**src/hw/rtl/ptm_pkg.sv**
```systemverilog
// Shared types, constants and index helpers for the two-level page table mapper.
package ptm_pkg;

  localparam int unsigned DIR_ENTRIES   = 1024;
  localparam int unsigned TABLE_ENTRIES = 1024;

  localparam int unsigned DIR_W    = $clog2(DIR_ENTRIES);
  localparam int unsigned TAB_W    = $clog2(TABLE_ENTRIES);
  localparam int unsigned PAGE_AW  = DIR_W + TAB_W;
  localparam int unsigned IDX_IN_W = 10;
  localparam int unsigned FRAME_W  = 20;
  localparam int unsigned FLAGS_W  = 2;
  localparam int unsigned CMD_W    = 2;
  localparam int unsigned STATUS_W = 2;
  localparam int unsigned CFG_W    = 11;
  localparam int unsigned CNT_W    = $clog2(TABLE_ENTRIES + 1);

  localparam logic [CFG_W-1:0] CFG_RESET = CFG_W'(768);
  localparam logic [CNT_W-1:0] CNT_MAX   = CNT_W'(TABLE_ENTRIES);

  localparam int unsigned RECIP_SHIFT = 2 * IDX_IN_W;
  localparam int unsigned RECIP_W     = RECIP_SHIFT + 1;
  localparam logic [RECIP_W-1:0] DIR_RECIP =
    RECIP_W'((2 ** RECIP_SHIFT + DIR_ENTRIES - 1) / DIR_ENTRIES);
  localparam logic [RECIP_W-1:0] TAB_RECIP =
    RECIP_W'((2 ** RECIP_SHIFT + TABLE_ENTRIES - 1) / TABLE_ENTRIES);
  localparam logic [IDX_IN_W:0] DIR_N = (IDX_IN_W + 1)'(DIR_ENTRIES);
  localparam logic [IDX_IN_W:0] TAB_N = (IDX_IN_W + 1)'(TABLE_ENTRIES);

  typedef enum logic [CMD_W-1:0] {
    CMD_MAP        = 2'd0,
    CMD_UNMAP_FREE = 2'd1,
    CMD_UNMAP_KEEP = 2'd2,
    CMD_IGNORE     = 2'd3
  } cmd_e;

  typedef enum logic [STATUS_W-1:0] {
    STAT_DONE       = 2'd0,
    STAT_MAPPED     = 2'd1,
    STAT_NOT_MAPPED = 2'd2
  } status_e;

  typedef struct packed {
    logic               present;
    logic               user;
    logic [FRAME_W-1:0] frame;
  } dir_entry_t;

  typedef struct packed {
    dir_entry_t       entry;
    logic [CNT_W-1:0] count;
  } dir_word_t;

  typedef struct packed {
    logic               present;
    logic               writable;
    logic               user;
    logic [FRAME_W-1:0] frame;
  } page_entry_t;

  typedef struct packed {
    status_e            status;
    logic               table_allocated;
    logic               page_freed;
    logic [FRAME_W-1:0] page_freed_frame;
    logic               table_freed;
    logic [FRAME_W-1:0] table_freed_frame;
    logic               invalidate;
  } result_t;

  typedef struct packed {
    logic        dir_we;
    dir_word_t   dir_wdata;
    logic        page_we;
    page_entry_t page_wdata;
    result_t     result;
  } upd_t;

  function automatic logic [IDX_IN_W-1:0] idx_quot(input logic [IDX_IN_W-1:0] x,
                                                   input logic [RECIP_W-1:0] recip);
    logic [IDX_IN_W+RECIP_W-1:0] prod;
    prod = {{RECIP_W{1'b0}}, x} * {{IDX_IN_W{1'b0}}, recip};
    return prod[RECIP_SHIFT +: IDX_IN_W];
  endfunction

  function automatic logic [IDX_IN_W-1:0] idx_rem(input logic [IDX_IN_W-1:0] x,
                                                  input logic [IDX_IN_W-1:0] q,
                                                  input logic [IDX_IN_W:0]   n);
    logic [2*IDX_IN_W:0] prod;
    prod = {{(IDX_IN_W + 1){1'b0}}, q} * {{IDX_IN_W{1'b0}}, n};
    return x - prod[IDX_IN_W-1:0];
  endfunction

endpackage

```
**src/hw/rtl/ptm_update.sv**
```systemverilog
// Entry update and result logic for one map or unmap request.
module ptm_update (
  input  ptm_pkg::cmd_e                     cmd_i,
  input  logic [ptm_pkg::DIR_W-1:0]         dir_idx_i,
  input  logic [ptm_pkg::CFG_W-1:0]         user_first_i,
  input  logic [ptm_pkg::FRAME_W-1:0]       phys_frame_i,
  input  logic [ptm_pkg::FLAGS_W-1:0]       access_flags_i,
  input  logic [ptm_pkg::FRAME_W-1:0]       spare_frame_i,
  input  ptm_pkg::dir_word_t                dir_word_i,
  input  ptm_pkg::page_entry_t              page_i,
  output ptm_pkg::upd_t                     upd_o
);
  import ptm_pkg::*;

  logic [CFG_W-1:0] dir_idx_ext;
  logic [CNT_W-1:0] cnt_dec;

  assign dir_idx_ext = {{(CFG_W - DIR_W){1'b0}}, dir_idx_i};
  assign cnt_dec     = (dir_word_i.count != '0) ? dir_word_i.count - 1'b1 : '0;

  always_comb begin
    upd_o           = '0;
    upd_o.dir_wdata = dir_word_i;
    upd_o.result.status = STAT_DONE;
    case (cmd_i)
      CMD_MAP: begin
        if (!dir_word_i.entry.present) begin
          upd_o.dir_we                = 1'b1;
          upd_o.dir_wdata.entry.present = 1'b1;
          upd_o.dir_wdata.entry.user  = (dir_idx_ext >= user_first_i);
          upd_o.dir_wdata.entry.frame = spare_frame_i;
          upd_o.result.table_allocated = 1'b1;
        end
        if (page_i.present) begin
          upd_o.result.status = STAT_MAPPED;
        end else begin
          upd_o.page_we             = 1'b1;
          upd_o.page_wdata.present  = 1'b1;
          upd_o.page_wdata.writable = access_flags_i[0];
          upd_o.page_wdata.user     = access_flags_i[1];
          upd_o.page_wdata.frame    = phys_frame_i;
          upd_o.dir_we              = 1'b1;
          if (dir_word_i.count < CNT_MAX) begin
            upd_o.dir_wdata.count = dir_word_i.count + 1'b1;
          end
          upd_o.result.invalidate = 1'b1;
        end
      end
      CMD_UNMAP_FREE, CMD_UNMAP_KEEP: begin
        if (!dir_word_i.entry.present || !page_i.present) begin
          upd_o.result.status = STAT_NOT_MAPPED;
        end else begin
          if (cmd_i == CMD_UNMAP_FREE) begin
            upd_o.result.page_freed       = 1'b1;
            upd_o.result.page_freed_frame = page_i.frame;
          end
          upd_o.page_we           = 1'b1;
          upd_o.page_wdata        = '0;
          upd_o.result.invalidate = 1'b1;
          upd_o.dir_we            = 1'b1;
          upd_o.dir_wdata.count   = cnt_dec;
          if (cnt_dec == '0) begin
            upd_o.result.table_freed       = 1'b1;
            upd_o.result.table_freed_frame = dir_word_i.entry.frame;
            upd_o.dir_wdata                = '0;
          end
        end
      end
      default: begin
        upd_o.result.status = STAT_DONE;
      end
    endcase
  end

endmodule

```
**config.mk**
```make
export PLATFORM = sky130hd
export DESIGN_NAME = ptm_update
export DESIGN_NICKNAME = d
export VERILOG_FILES = /design/src/hw/rtl/ptm_pkg.sv /design/src/hw/rtl/ptm_update.sv
export SDC_FILE = /design/constraint.sdc
export NUM_CORES = 1
export LEC_CHECK = 0
export BUFFER_PORTS_ARGS = -buffer_cell sky130_fd_sc_hd__buf_2
export CAP_MARGIN = 20
export CORE_AREA = 4 4 84 86
export DETAILED_ROUTE_END_ITERATION = 10
export DIE_AREA = 0 0 88 90
export PLACE_DENSITY_LB_ADDON = 0.05
export SLEW_MARGIN = 20
export SYNTH_ARGS = -nofsm -noshare
export SYNTH_HDL_FRONTEND = slang
export SYNTH_SLANG_ARGS = --single-unit
```
**constraint.sdc**
```tcl
create_clock -name vclk -period 3
set_input_delay 0.15 -clock vclk [all_inputs]
set_output_delay 0.15 -clock vclk [all_outputs]
set_load 0.05 [all_outputs]
```
==> flow_metrics.tcl <==
set metrics [dict create \
    vias_per_cell 5.25 \
    io_buffers 223 \
    rsz0062_at_grt "no" \
    dp_slack_ns 0.189 \
    cts_resized 0 \
    grt_pass1_vias 2763 \
    seqCellArea_um2 0 \
    maxSlewHeadroom_pct 51.8 \
    routed-via-count 3083 \
    overflow 0 \
    setup_ws_ns 0.190 \
    fin_crit_sh_pct 93.7 \
    multiInputGateArea_mm2 0.00181 \
    core.rowCount 29 \
    peakVddDrop_uv 186 \
    holdCritPathClass "in -> out" \
    yosysTopAreaCell "and2_1" \
    grt_start_max_net_pins 26 \
    cts_hold_buf 0 \
    setup_viol 0 \
    firstDrtPassIters 5 \
    final_layout_size_suffix_gt1_share_pct 47.8 \
    cp_data_arrival_time_ns 2.66 \
    die_x_um 88 \
    core_area_mm2 0.00628 \
    die_h_um 90 \
    worst_pin_slew_ns 0.721 \
    initial_core_util_pct 31.7 \
    grt_first_pass_wirelength_um 14300 \
    layout.nets 648 \
    antenna_found_initial 0 \
    ios 225 \
    synth_cell_types 47 \
    syn-num-nets 438 \
    tns_ns 0 \
    crit_path_start_kind "input pin" \
    gp_congestion 0.900 \
    worstSetupEndpointType "primary output" \
    critical_path_class "in -> out" \
    wl_um 9380 \
    wl_per_cell_um 16.0 \
    p_total_w 0.000617 \
    n_fill_cell 672 \
    hpwl_um 7640 \
    synth_top_area_share_pct 20.4 \
    fmax_ghz 0.356 \
    syn2layout_area_growth_pct 60.7 \
    max_cap_viol_count 0 \
    slew_viol_final 0 \
    yosysWarnings 0 \
    synth_commonest_cells "65 x and2_1, 41 x a22o_1, 22 x clkbuf_1" \
    drt_iter0_markers 136 \
    cp.required_ns 2.85 \
    diodes 0 \
    path_max_fanout 20 \
    synth_area_mm2 0.00199 \
    design.die.area_mm2 0.00792 \
    power_density_mw_per_mm2 193 \
    status "finished clean" \
    n_clock_buffer 0 \
    yosysSeqAreaShare_pct 0 \
    yosysMostFrequentCell "and2_1" \
    hold_ws_ns 0.710 \
    grt_usage_pct 21.7 \
    fin_crit_ns 2.81 \
    design.seq.count 0 \
    netlist_instances 302 \
    total_leakage_power_nw 1.87 \
    postSynthAreaPerCell_um2 6.60 \
    hold_viol_final 0 \
    drc_errors 0 \
    post_cts_buffers 0 \
    yosys-top-cells-area "and2_1 20%, a22o_1 18%, ha_1 9.4%, clkbuf_1 4.1%, o21ai_0 3.8%" \
    fin_util_pct 51.0 \
    antenna_left 0 \
]
[path summary, 6_finish.rpt]
kind           from   endpoint  depth (start not counted)
max   dir_word_i[1]  upd_o[86]                         11
min       page_i[6]  upd_o[28]                          3
[per-layer routing]
layer / GRT usage (%) / wire, um / share of wire (%)
met1: 27.9 / 3610 / 38
met2: 36.9 / 4450 / 47
met3: 4.66 / 1130 / 12
met4: 3.71 / 193 / 2.1
met5: 0 / 0 / 0
[cell families (layout without fill, tap and decap cells)]
logic type	Yosys count	after routing	share of synthesized area (%)
buffers and inverters	45	252	10.3
muxes	1	1	0.503
adders and majority gates	15	15	9.42
and+or+nand+nor	139	140	41.3
AOI/OAI and AO/OA	100	100	37.6
xor gates and xnor gates	2	2	0.880
[critical path, cell delays in order]
cell and delay [ns]:
buf_2 0.15, inv_1 0.06, ha_1 0.19, or4b_4 0.54, nor4_4 0.27, o21ai_2 0.11
o41ai_2 0.39, nand2b_1 0.14, buf_12 0.18, a22o_1 0.24, buf_2 0.22
[final cells by class]
class	count	area share [%]
Multi-Input combinational cell	258	56.4
Timing Repair Buffer	236	38.7
Tap cell	77	3.01
Inverter	16	1.88
[cell usage in the layout (no fill, tap or decap), drive strengths merged, types with 5 or more instances in the layout]
cell,n
inv,16
nor4,6
nand2b,6
or3,5
nand2,7
a21oi,11
nand4,5
ha,15
nor3,14
and2,65
buf,236
o21ai,17
a21o,5
nor2,14
a22o,41
[stage by stage]
stage,area [um^2],std cells
6_report,3200,587
5_1_grt,3200,587
4_1_cts,3180,586
3_5_place_dp,3180,586
3_3_place_gp,3180,586
2_1_floorplan,1990,302
[where the power goes]
group          total [W]  switching, W  internal [W]  leakage [nW]
clock                  0             0             0             0
combinational   0.000617      0.000415      0.000202          1.87
sequential             0             0             0             0
Power figures use the tool's default switching activity.
