[src/hw/rtl/ptm_ram.sv]
// Single-port-write, single-port-read synchronous RAM with registered read data.
module ptm_ram #(
  parameter int unsigned WIDTH = 8,
  parameter int unsigned DEPTH = 16,
  localparam int unsigned AW   = $clog2(DEPTH)
) (
  input  logic             clk_i,
  input  logic             we_i,
  input  logic [AW-1:0]    waddr_i,
  input  logic [WIDTH-1:0] wdata_i,
  input  logic             re_i,
  input  logic [AW-1:0]    raddr_i,
  output logic [WIDTH-1:0] rdata_o
);

  logic [WIDTH-1:0] mem_q [DEPTH];
  logic [WIDTH-1:0] rdata_q;

  always_ff @(posedge clk_i) begin
    if (we_i) begin
      mem_q[waddr_i] <= wdata_i;
    end
    if (re_i) begin
      rdata_q <= mem_q[raddr_i];
    end
  end

  assign rdata_o = rdata_q;

endmodule

[config.mk]
export PLATFORM = sky130hd
export DESIGN_NAME = ptm_ram
export DESIGN_NICKNAME = d
export VERILOG_FILES = /design/src/hw/rtl/ptm_ram.sv
export SDC_FILE = /design/constraint.sdc
export NUM_CORES = 1
export LEC_CHECK = 0
export ABC_CLOCK_PERIOD_IN_PS = 1750
export BUFFER_PORTS_ARGS = -buffer_cell sky130_fd_sc_hd__buf_4
export CORE_MARGIN = 2
export CORE_UTILIZATION = 45
export CTS_CLUSTER_DIAMETER = 50
export DETAILED_ROUTE_END_ITERATION = 16
export PLACE_DENSITY = 0.66
export SKIP_CTS_REPAIR_TIMING = 1
export SKIP_LAST_GASP = 1
export SLEW_MARGIN = 20
export SYNTH_ARGS = -nofsm -noshare
export SYNTH_HDL_FRONTEND = slang
export SYNTH_SLANG_ARGS = --single-unit
[constraint.sdc]
create_clock -name clk_i -period 1.75 [get_ports clk_i]
set_input_delay 0.175 -clock clk_i [delete_from_list [all_inputs] [get_ports clk_i]]
set_output_delay 0.175 -clock clk_i [all_outputs]
set_load 0.1 [all_outputs]
==> reports/qor_table.md, run 1 <==
| Step | Metric | Value |
|---|---|---|
| status | Status | completed |
| pwr | Leakage power summed over all cells | 2.178 nW |
| yosys | Most numerous cell types in the synthesized netlist | 136 x edfxtp_1, 18 x mux4_2, 16 x a22oi_1, 14 x mux4_1, 13 x nor2_1 |
| pwr | Clk pwr share | 45.5% |
| yosys | Register bit count reported by yosys | 136 |
| layout | Layout net count | 313 |
| yosys | Total standard cell area after synthesis | 0.005228 sq mm |
| global routing | Via count of the first global-routing pass | 2,601 |
| floorplan | Placeable core region | 0.01137 sq mm |
| critical path | R2R cell count | 4 |
| placement | Dpl hpwl | 6.607 mm |
| critical path | Arrival time worst endpoint | 1.74 ns |
| sta | Worst Tran Pin Value | 0.3897 ns |
| placement | Cell area after placement | 0.005753 sq mm |
| sta | Number of max-slew violations in the final report | 0 |
| sta | Final-report setup violation count | 0 |
| floorplan | Total Die Area | 0.01249 sq mm |
| yosys | Post-synth top flop | edfxtp_1 |
| clock network | CTS HTree Levels | 4 |
| sta | Share of the cycle needed by the critical path after routing | 91.13% |
| floorplan | Horizontal die dimension | 111.8 microns |
| critical path | Register-to-register setup slack | 0.16 ns |
| pwr | Overall power after layout | 0.007649 W |
| sta | Maximum clock rate | 627.1 MHz |
| yosys | Leading cell type by number of instances after synthesis | edfxtp_1 |
| routing | Detailed Route Iter0 Violations | 188 |
| hold path | Cell depth of the worst hold path | 1 |
| hold path | End point of the most critical hold path | rdata_o[5] |
| critical path | Top fanout value on the critical path | 1 |
| sta | Sum Neg Setup Slack | 0 ns |
| yosys | Number of cells produced by synthesis | 229 |
| floorplan | Top-level I/O count | 27 |
| clock network | Skew-Pair Late Insertion Delay | 0.40 ns |
| yosys | Number of library cell types mapped by synthesis | 18 |
| sta | Relative max-transition margin | 74.02% |
| yosys | Synthesis Warnings | 0 |
| placement | Port Buffer Count | 26 |
| floorplan | Vertical die dimension | 111.8 microns |
| clock network | Number of buffers added by the clock tree synthesis step | 17 |
| sta | Worst clock skew | 0.004957 ns |
| routing | Routed wire length per instance | 21.89 microns |
| run | Number of maximum-capacitance violations | 0 |
| pwr | Psw | 0.001679 W |
| floorplan | Total number of placement rows | 39 |
| yosys | Synth async-reset ratio | 0% |
| pwr | Logic gate share of total power | 6.3% |
| layout | Fraction of layout cells with a size suffix above 1 | 34.85% |
| global routing | Largest net degree at the start of global routing | 25 |
| yosys | Largest area contributor in the netlist | edfxtp_1 |
| routing | Via total after detailed routing | 2,456 |
| layout | Area growth, synth to finish | 21.40% |
| critical path | Endpoint required time on the critical path | 1.90 ns |
| global routing | Total routing resource utilization after global routing | 16.72% |
| yosys | Number of enable flip-flop cells after synthesis | 136 |
| critical path | Critical path class | flip-flop to flip-flop |
| routing | Total Wirelength | 9.849 mm |
| critical path | Nature of the critical path startpoint | flip-flop |
| pwr | Pwr dens | 1205 mW/mm^2 |
| yosys | Number of nets produced by synthesis | 248 |
| critical path | Worst R2R Start | mem_q[2][5] |
| routing | Detailed-route DRC error count | 0 |
| yosys | Fraction of post-synthesis cell area in the top cell type by area | 78.12% |
| sta | Unrepaired setup endpoints after global routing | false |
| placement | GPL Wtd Cong | 0.7833 |
| clock network | CTS tree | done |
| layout | Post-route standard cell area excluding fillers | 0.006346 sq mm |
| critical path | Critical R2R Capture | rdata_o[5] |
| routing | Antenna Violating Nets Remaining | 0 |
| routing | Length of the first detailed-routing pass in iterations | 4 |
| clock network | Clk pin slew, worst setup/hold paths | 0.06 ns |
| critical path | Nature of the critical path endpoint | flip-flop |
| yosys | Synth top area cells | edfxtp_1 78%, mux4_2 7.8%, mux4_1 7.0% |
| hold path | Launch instance of the worst min-delay path | re_i |
| sta | Final hold violations | 0 |
| global routing | Number of antenna violations at the first check in global routing | 0 |
| yosys | Synthesized area divided by synthesized cell count | 22.83 sq um |
| pwr | Switching part of the total power | 21.95% |
| layout | Finished Core Util | 55.82% |
| clock network | Max Root-Sink Buffers | 2 |
| pwr | Worst supply voltage drop on vdd | 636.6 uV |
| yosys | Fraction of the yosys area taken by sequential cells | 78.12% |
| global routing | GRT Residual Overflow | 0 |
| floorplan | Initial cell density of the core | 45.98% |
| sta | Final worst path period need | 1.595 ns |
| clock network | Number of clock sinks | 136 |
| pwr | Total internal power | 0.005970 W |
| clock network | CTS Root Buffer Type | clkbuf_16 |
| hold path | HP Class | primary input to flip-flop |
| global routing | Global-route wire length before repair | 15.01 mm |
| pwr | Part of the power in registers | 48.2% |
| routing | Number of vias per cell after detailed routing | 5.458 |
| layout | Antenna diode instance count | 0 |
state kept, by name, indices dropped and copies added, names as in the netlist:
| signal | count |
|---|---|
| mem_q | 128 |
| rdata_o | 8 |
per-stage QoR:
stage,hold slack [ns],cells,setup WS [ns]
2_1_floorplan,0.2739,229,0.08213
3_3_place_gp,0.4733,418,-0.03738
3_5_place_dp,0.4895,418,-0.03248
4_1_cts,0.06856,450,0.1404
5_1_grt,0.07280,450,0.1208
6_report,0.07801,450,0.1553
final cells by class:
type | instances | area (sq um)
Sequential cell | 136 | 4084
Timing Repair Buffer | 56 | 432.9
Tap cell | 143 | 178.9
Multi-Input combinational cell | 83 | 1057
Clock inverter | 15 | 167.7
Clock buffer | 17 | 425.4
Fill cell | 839 | 5024
worst max path at each step:
stage	from	to	slack [ns]	depth (start not counted)
after detailed placement	raddr_i[0]	rdata_o[5]	-0.03	6
final	mem_q[2][5]	rdata_o[5]	0.16	4
after global placement	raddr_i[0]	rdata_o[5]	-0.04	6
after global routing	mem_q[1][5]	rdata_o[5]	0.12	4
after floorplan	waddr_i[2]	mem_q[0][0]	0.08	2
after CTS	mem_q[2][5]	rdata_o[5]	0.14	4
layout by cell type (no fill, tap or decap), types with 2 or more instances in the layout:
cell type   Yosys  routed
edfxtp_1      136     136
buf_4           1      55
mux4_2         18      18
clkbuf_16       0      17
a22oi_1        16      16
mux4_1         14      14
nor2_1         13      13
nand2_1         9       9
clkinv_4        0       5
inv_6           0       5
nor3_1          4       4
nand3b_1        2       2
nand2b_1        2       2
bufinv_16       0       2
clkinvlp_4      0       2
routing by layer:
layer / routed length (microns) / global-route usage, % / vias to the layer above
li1: - / - / 1113
met1: 4372 / 22.75 / 1284
met2: 5081 / 27.11 / 54
met3: 331 / 3.702 / 5
met4: 63 / 5.679 / 0
met5: 0 / 0 / -
power groups by stage:
stage	registers, W	logic, W	clock network (W)
global placement	0.00375	0.000473	0
floorplan	0.00387	0.000185	0
CTS	0.00369	0.000484	0.00353
global route	0.00369	0.000509	0.00367
finish	0.00369	0.000479	0.00348
detailed placement	0.00376	0.000483	0
logic make-up after synthesis:
kind of cell / share of synthesized area (%)
flops: 78.12
simple gates: 3.136
mux: 14.79
compound gates: 2.298
buf+inv: 1.651
critical path: stages, from the launching register on:
cell	delay, ns
edfxtp_1	0.37
mux4_1	0.50
a22oi_1	0.27
buf_4	0.16
nand2_1	0.05
Note: power is estimated with default switching activity, not from simulation.
==> inputs of run 2 (changes only) <==
--- a/config.mk
+++ b/config.mk
@@ -11,7 +11,8 @@
 export CORE_UTILIZATION = 45
 export CTS_CLUSTER_DIAMETER = 50
 export DETAILED_ROUTE_END_ITERATION = 16
-export PLACE_DENSITY = 0.66
+export PLACE_DENSITY = 0.61
+export RECOVER_POWER = 25
 export SKIP_CTS_REPAIR_TIMING = 1
 export SKIP_LAST_GASP = 1
 export SLEW_MARGIN = 20
==> run 2 against run 1 <==
Effect of this change:
- via count down 0.73%
- total power is 3.7% higher
- clock-buffer cell count unchanged
- combinational power fell by 2%
- sequential share of layout area shrank 0.089 points
- clock power rose by 8.3%
- flip-flop and latch count unchanged
- register-to-register slack better by 0.11 ns
- clock skew about the same
- cell count decreased by 0.89%
- global-route usage up 0.48 points
- worst setup slack better by 0.11 ns
==> reports/qor_table.md, run 2 (synthesized netlist as in run 1, its figures left out) <==
| Step | Metric | Value | Delta |
|---|---|---|---|
| global routing | Total routing resource utilization after global routing | 17.21% | was 16.72% |
| placement | Port Buffer Count | 26 | unchanged |
| pwr | Pwr dens | 1249 mW/mm^2 | was 1205 mW/mm^2 |
| layout | Antenna diode instance count | 0 | unchanged |
| clock network | CTS Root Buffer Type | clkbuf_16 | unchanged |
| run | Number of maximum-capacitance violations | 0 | unchanged |
| layout | Max FFs per register | 128 | unchanged |
| critical path | Gate family responsible for the most delay along the worst path | multiplexers | unchanged |
| critical path | Crit. path cell count | 3 | was 4 |
| sta | Final hold violations | 0 | unchanged |
| critical path | Critical R2R Capture | rdata_o[0] | was rdata_o[5] |
| floorplan | Total number of placement rows | 39 | unchanged |
| sta | Final worst path period need | 1.484 ns | was 1.595 ns |
| sta | Maximum clock rate | 673.7 MHz | was 627.1 MHz |
| layout | Most common library cell in the layout ignoring fill and taps | edfxtp_1 | unchanged |
| critical path | First element of the critical path | mem_q[6][0] | was mem_q[2][5] |
| clock network | Number of buffers added by the clock tree synthesis step | 17 | unchanged |
| global routing | GRT Residual Overflow | 0 | unchanged |
| clock network | CTS HTree Levels | 4 | unchanged |
| routing | Number of vias per cell after detailed routing | 5.466 | was 5.458 |
| routing | Detailed-route DRC error count | 0 | unchanged |
| layout | Final Instance Count excl. Fillers | 446 | was 450 |
| layout | Largest register by flop count | mem_q | unchanged |
| global routing | Global-route wire length before repair | 15.26 mm | was 15.01 mm |
| placement | Cells after DPL | 414 | was 418 |
| pwr | Worst supply voltage drop on vdd | 678.2 uV | was 636.6 uV |
| critical path | Endpoint required time on the critical path | 1.90 ns | about the same |
| sta | Unrepaired setup endpoints after global routing | false | unchanged |
| critical path | Critical-path cell with the highest stage delay | mux4_1 | unchanged |
| critical path | R2R cell count | 3 | was 4 |
| global routing | Via count of the first global-routing pass | 2,593 | was 2,601 |
| sta | Sum Neg Setup Slack | 0 ns | unchanged |
| clock network | Skew-Pair Late Insertion Delay | 0.41 ns | was 0.40 ns |
| clock network | Number of clock sinks | 136 | unchanged |
| floorplan | Total Die Area | 0.01249 sq mm | unchanged |
| routing | Total Wirelength | 9.820 mm | was 9.849 mm |
| layout | Area growth, synth to finish | 21.57% | was 21.40% |
| critical path | Top fanout value on the critical path | 1 | unchanged |
| critical path | Nature of the critical path startpoint | flip-flop | unchanged |
| hold path | Launch instance of the worst min-delay path | re_i | unchanged |
| sta | Final-report setup violation count | 0 | unchanged |
| routing | Antenna Violating Nets Remaining | 0 | unchanged |
| routing | Routed wire length per instance | 22.02 microns | was 21.89 microns |
| floorplan | Top-level I/O count | 27 | unchanged |
| routing | Length of the first detailed-routing pass in iterations | 4 | unchanged |
| sta | Share of the cycle needed by the critical path after routing | 84.82% | was 91.13% |
| placement | Pre-CTS WS | 0.06074 ns | was -0.03248 ns |
| critical path | Total buffers and inverters traversed by the critical path | 0 | was 1 |
| placement | Dpl hpwl | 6.439 mm | was 6.607 mm |
| floorplan | Placeable core region | 0.01137 sq mm | unchanged |
| layout | Layout net count | 309 | was 313 |
| critical path | CP endpoint | rdata_o[0] | was rdata_o[5] |
| sta | Final worst-path setup slack | 0.2656 ns | was 0.1553 ns |
| floorplan | Vertical die dimension | 111.8 microns | unchanged |
| clock network | Clk pin slew, worst setup/hold paths | 0.06 ns | about the same |
| critical path | Worst R2R Start | mem_q[6][0] | was mem_q[2][5] |
| critical path | Register-to-register setup slack | 0.27 ns | was 0.16 ns |
| sta | Worst Tran Pin Value | 0.6195 ns | was 0.3897 ns |
| routing | Detailed Route Iter0 Violations | 235 | was 188 |
| clock network | CTS tree | done | unchanged |
| clock network | Max Root-Sink Buffers | 2 | unchanged |
| critical path | Delay of the slowest critical-path stage | 0.54 ns | was 0.50 ns |
| sta | Number of max-slew violations in the final report | 0 | unchanged |
| layout | Count of filler cells inserted in the layout | 833 | was 839 |
| placement | GPL Wtd Cong | 0.7812 | was 0.7833 |
| sta | Relative max-transition margin | 58.70% | was 74.02% |
| critical path | Nature of the critical path endpoint | flip-flop | unchanged |
| global routing | Largest net degree at the start of global routing | 25 | unchanged |
| status | Status | completed | unchanged |
| sta | Worst clock skew | 0.005049 ns | was 0.004957 ns |
| floorplan | Initial cell density of the core | 45.98% | unchanged |
| hold path | HP Class | primary input to flip-flop | unchanged |
| layout | Leading cell types in the layout, fill and taps excluded | 136 x edfxtp_1, 42 x buf_4, 18 x mux4_2 | was 136 x edfxtp_1, 55 x buf_4, 18 x mux4_2 |
| layout | Fraction of layout cells with a size suffix above 1 | 30.69% | was 34.85% |
| critical path | Critical path class | flip-flop to flip-flop | unchanged |
| floorplan | Horizontal die dimension | 111.8 microns | unchanged |
| global routing | Number of antenna violations at the first check in global routing | 0 | unchanged |
| pwr | Leakage power summed over all cells | 2.157 nW | was 2.178 nW |
| critical path | Arrival time worst endpoint | 1.64 ns | was 1.74 ns |
| routing | Via total after detailed routing | 2,438 | was 2,456 |
| critical path | Cell Chain, Critical Path | mux4_1 -> a22oi_1 -> nand2_1 | was mux4_1 -> a22oi_1 -> buf_4 -> nand2_1 |
run 2: cell type report:
cell class	count	area, sq um	share of cell area [%]
Multi-Input combinational cell	83	1057	16.64
Tap cell	143	178.9	2.816
Clock buffer	17	425.4	6.694
Clock inverter	15	207.7	3.268
Timing Repair Buffer	52	401.6	6.320
Sequential cell	136	4084	64.26
run 2: power breakdown:
part / switching (W) / total [W] / leakage (nW) / internal (W)
sequential: 0.0000186 / 0.00369 / 1.24 / 0.00367
combinational: 0.000301 / 0.000470 / 0.620 / 0.000169
clock: 0.00127 / 0.00377 / 0.301 / 0.00250
total: 0.00159 / 0.00793 / 2.16 / 0.00634
run 2: per-stage QoR:
| stage | utilization [%] | hold slack [ns] | area, sq um | power [W] |
|---|---|---|---|---|
| 4_1_cts | 56.12 | 0.05701 | 6381 | 0.008012 |
| 3_3_place_gp | 50.56 | 0.4734 | 5748 | 0.004231 |
| 3_5_place_dp | 50.56 | 0.4896 | 5748 | 0.004241 |
| 6_report | 55.89 | 0.07388 | 6355 | 0.007935 |
| 2_1_floorplan | - | 0.2739 | 5228 | 0.004053 |
| 5_1_grt | 55.89 | 0.07193 | 6355 | 0.008178 |
run 2: worst min path at each step:
stage | to | slack, ns | cells past startpoint
2_1_floorplan | mem_q[0][0] | 0.27 | 0
3_3_place_gp | mem_q[6][6] | 0.47 | 1
3_5_place_dp | mem_q[6][6] | 0.49 | 1
4_1_cts | mem_q[13][6] | 0.06 | 1
5_1_grt | rdata_o[2] | 0.07 | 1
6_report | rdata_o[4] | 0.07 | 1
run 2: per-layer routing:
layer  track usage, %  vias up  part of all wire, %
met2            27.56       73                   50
met4            5.926        0                  1.0
met3            4.954       10                  5.4
met1            22.91     1253                   43
li1                 -     1102                    -
met5                0        -                    0
